<file path="src/rtl/cle_pkg.sv">
// Shared types and codes for the capped list engine.
`timescale 1ns / 1ps
`default_nettype none
package cle_pkg;
  localparam logic [1:0] ACT_INSERT  = 2'd0;
  localparam logic [1:0] ACT_DELETE  = 2'd1;
  localparam logic [1:0] ACT_GET     = 2'd2;
  localparam logic [1:0] ACT_GET_DEL = 2'd3;

  localparam logic [2:0] ST_OK     = 3'd0;
  localparam logic [2:0] ST_OOR    = 3'd1;
  localparam logic [2:0] ST_OVFL   = 3'd2;
  localparam logic [2:0] ST_NOELEM = 3'd3;
  localparam logic [2:0] ST_UNREAD = 3'd4;

  localparam logic [1:0] REG_MAX_COUNT = 2'd0;
  localparam logic [1:0] REG_OVERFLOW  = 2'd1;
  localparam logic [1:0] REG_READABLE  = 2'd2;

  localparam logic [1:0] OVF_REJECT    = 2'd0;
  localparam logic [1:0] OVF_TRIM_HEAD = 2'd1;

  typedef enum logic [1:0] {
    S_IDLE,
    S_APPLY,
    S_WALK,
    S_RESULT
  } state_t;

  // Per-cycle command broadcast to every cell of the chain.
  typedef struct packed {
    logic ins;   // cell at pos takes the new value, cells above it the left neighbor
    logic del;   // cells at or above pos take the right neighbor
  } cell_cmd_t;
endpackage
`default_nettype wire

</file>
<file path="src/rtl/cle_cell.sv">
// One storage cell of the shifting element chain.
`timescale 1ns / 1ps
`default_nettype none
module cle_cell
  import cle_pkg::*;
#(
  parameter int VW = 32
) (
  input  wire           clk,
  input  cell_cmd_t     cmd,
  input  wire           at_or_above,
  input  wire           at_pos,
  input  wire  [VW-1:0] new_value,
  input  wire  [VW-1:0] left_value,
  input  wire  [VW-1:0] right_value,
  output logic [VW-1:0] value
);
  always_ff @(posedge clk) begin
    if (cmd.ins && at_pos) begin
      value <= new_value;
    end else if (cmd.ins && at_or_above) begin
      value <= left_value;
    end else if (cmd.del && at_or_above) begin
      value <= right_value;
    end
  end
endmodule
`default_nettype wire

</file>
<file path="config.mk">
export PLATFORM = sky130hd
export DESIGN_NAME = cle_cell
export DESIGN_NICKNAME = d
export VERILOG_FILES = /design/src/rtl/cle_pkg.sv /design/src/rtl/cle_cell.sv
export SDC_FILE = /design/constraint.sdc
export NUM_CORES = 1
export LEC_CHECK = 0
export BUFFER_PORTS_ARGS = -buffer_cell sky130_fd_sc_hd__buf_2
export CAP_MARGIN = 10
export CORE_ASPECT_RATIO = 1.25
export CORE_MARGIN = 2
export CORE_UTILIZATION = 36
export CTS_CLUSTER_DIAMETER = 200
export DETAILED_ROUTE_END_ITERATION = 10
export GPL_TIMING_DRIVEN = 0
export PLACE_DENSITY_LB_ADDON = 0.1
export SYNTH_ARGS = -nofsm -noshare
export SYNTH_HDL_FRONTEND = slang
export SYNTH_SLANG_ARGS = --single-unit
</file>
<file path="constraint.sdc">
create_clock -name clk -period 2.2 [get_ports clk]
set_input_delay 0 -clock clk [delete_from_list [all_inputs] [get_ports clk]]
set_output_delay 0 -clock clk [all_outputs]
set_load 0.03 [all_outputs]
</file>
==> flow_summary.ini <==
[clock_tree]
hold_buffers = 0
ctsResizeCount = 0
clk_path_buf_depth = 2
clock-sinks = 32
cts_tree = yes
ctsHtreeMaxLevel = 2
cts_setup_buffers = 0
path_clk_slew_ps = 70
cts_root_buf = clkbuf_8
cts_inserted_buffers = 5

[timing]
setup_tns_ps = 0
slew_violations = 0
setup_viol = 0
fmax_mhz = 708.8
finalCritPeriodShare = 0.6413
relSlewSlack = 0.3676
whs_ps = 92.96
rsz0062_at_grt = no
setup_slack_ps = 789.1
final_hold_viol_count = 0
layout_min_cycle_time_ps = 1411
tightest_slew_ps = 946.4

[place]
gp_congestion = 0.8176
pre_cts_slack_ps = 477.9
dpl.cell_count = 376
dp_hpwl_mm = 4.258
io_buffer_count = 130
postPlaceCellArea_um2 = 2526

[cells_and_area]
reg_top3 = value x32
nets = 424
drive_above_1_share = 0.4923
largest_register_ffs = 32
final_util = 0.5465
final_cell_mix = buf_2 (141), nor3_1 (96), o22ai_1 (32), edfxtp_1 (32), buf_4 (9)
largest_register = value
fin_area_um2 = 2604
diodes = 0
stdcell_count = 383
final_common_cell = buf_2
areaGrowthSynthToFinish_pct = 45.22

[routing]
drc_errors = 0
drtAntennaViolNets = 0
drt_iter0_markers = 86
firstDrtPassIters = 4
routed_wirelength_mm = 5.862
via_per_inst = 5.311
vias = 2034
drt-wirelength-per-cell_um = 15.31

[power_and_ir_drop]
p_seq_frac = 0.451
netSwitchingPower_mw = 0.5766
power_frac_clock = 0.251
vdd_drop_max_mv = 0.3057
totalPowerFinal_mw = 1.741
power.leakage_nw = 1.111
cellPowerDensity_nw_per_um2 = 668.5
p_int_mw = 1.164
combinationalPowerShare = 0.298
swShare = 0.3313

[floorplanning]
die_h_um = 82.90
die_w_um = 67.12
core_area_um2 = 4765
start_util = 0.3763
rows = 28
pin_count = 133
dieArea_um2 = 5564

[logic_synthesis]
synth_area_per_cell_um2 = 9.640
synthCells = 186
yosysWarningCount = 0
synth_seq_area_share = 0.5359
ys_seq_elements = 32
synthesis.nets = 287
netlist_area_um2 = 1793
synthDistinctLibCells = 9

[status]
status = finished clean

[worst_hold_path]
holdCritStartpoint = new_value[14]
min_path_type = primary input to register

[setup_path]
cp-end-kind = register
critPathMostFrequentCell = buf_4
max_stage_delay_ps = 750
arrival_ps = 1320
worstSetupStartpointType = primary input
critical_path_required_ps = 2110
cp-startpoint = at_pos
critPathKind = primary input to register
slowest_stage = nor2_4
worstPathCellList = buf_2, buf_4, buf_4, nor2_1, nor2_4
cp_max_fo = 32

[grt]
antenna_found_initial = 0
grt_pass1_wl_mm = 9.252
grt_pass1_vias = 2030
globalRouteOverflowTotal = 0
grtUsageTotal = 0.2160
grt_max_degree = 33

[flow_run]
maxCapViolCount = 0
## worst paths after layout
path	endpoint	slack, ps	depth (start not counted)
max	value[14]	790	5
min	value[14]	90	3
## power groups by stage
stage	Combinational, mW	Sequential, mW	Clock, mW
floorplan	0.148	0.965	0
global placement	0.515	0.798	0
detailed placement	0.519	0.800	0
CTS	0.521	0.787	0.441
global route	0.558	0.794	0.463
finish	0.518	0.785	0.437
## worst max-delay path: cells and delay by family
kind,cells,cell delay (ps)
buf+inv,3,470
simple gates,2,840
## logic make-up after synthesis
group / after synthesis / synth area share
AO/OA/AOI/OAI: 33 / 0.1144
buffers and inverters: 21 / 0.07048
flip-flops: 32 / 0.5359
AND/OR/NAND/NOR: 100 / 0.2791
## final cells by class
class | count | area, µm²
flip-flops and latches | 32 | 960.9
plain buffers | 21 | 126.4
well taps | 60 | 75.07
clock buffers | 6 | 72.57
multi-input cells | 133 | 713.2
repair buffers | 130 | 650.6
clock inverters | 1 | 5.005
fillers | 479 | 2161
## routing by layer
metal	global-route usage	routed length, µm
met1	0.2507	2321
met2	0.3672	2909
met5	0	0
met3	0.06233	529
met4	0.07978	102
## cells in the mapped netlist
cell type,instances,share of area
edfxtp_1,32,0.54
buf_4,9,0.038
nand2_2,2,0.0070
buf_1,1,0.0021
a21oi_1,1,0.0028
nor3_1,96,0.27
buf_2,11,0.031
o22ai_1,32,0.11
nor2_1,2,0.0042
Note: power is estimated with default switching activity, not from simulation.
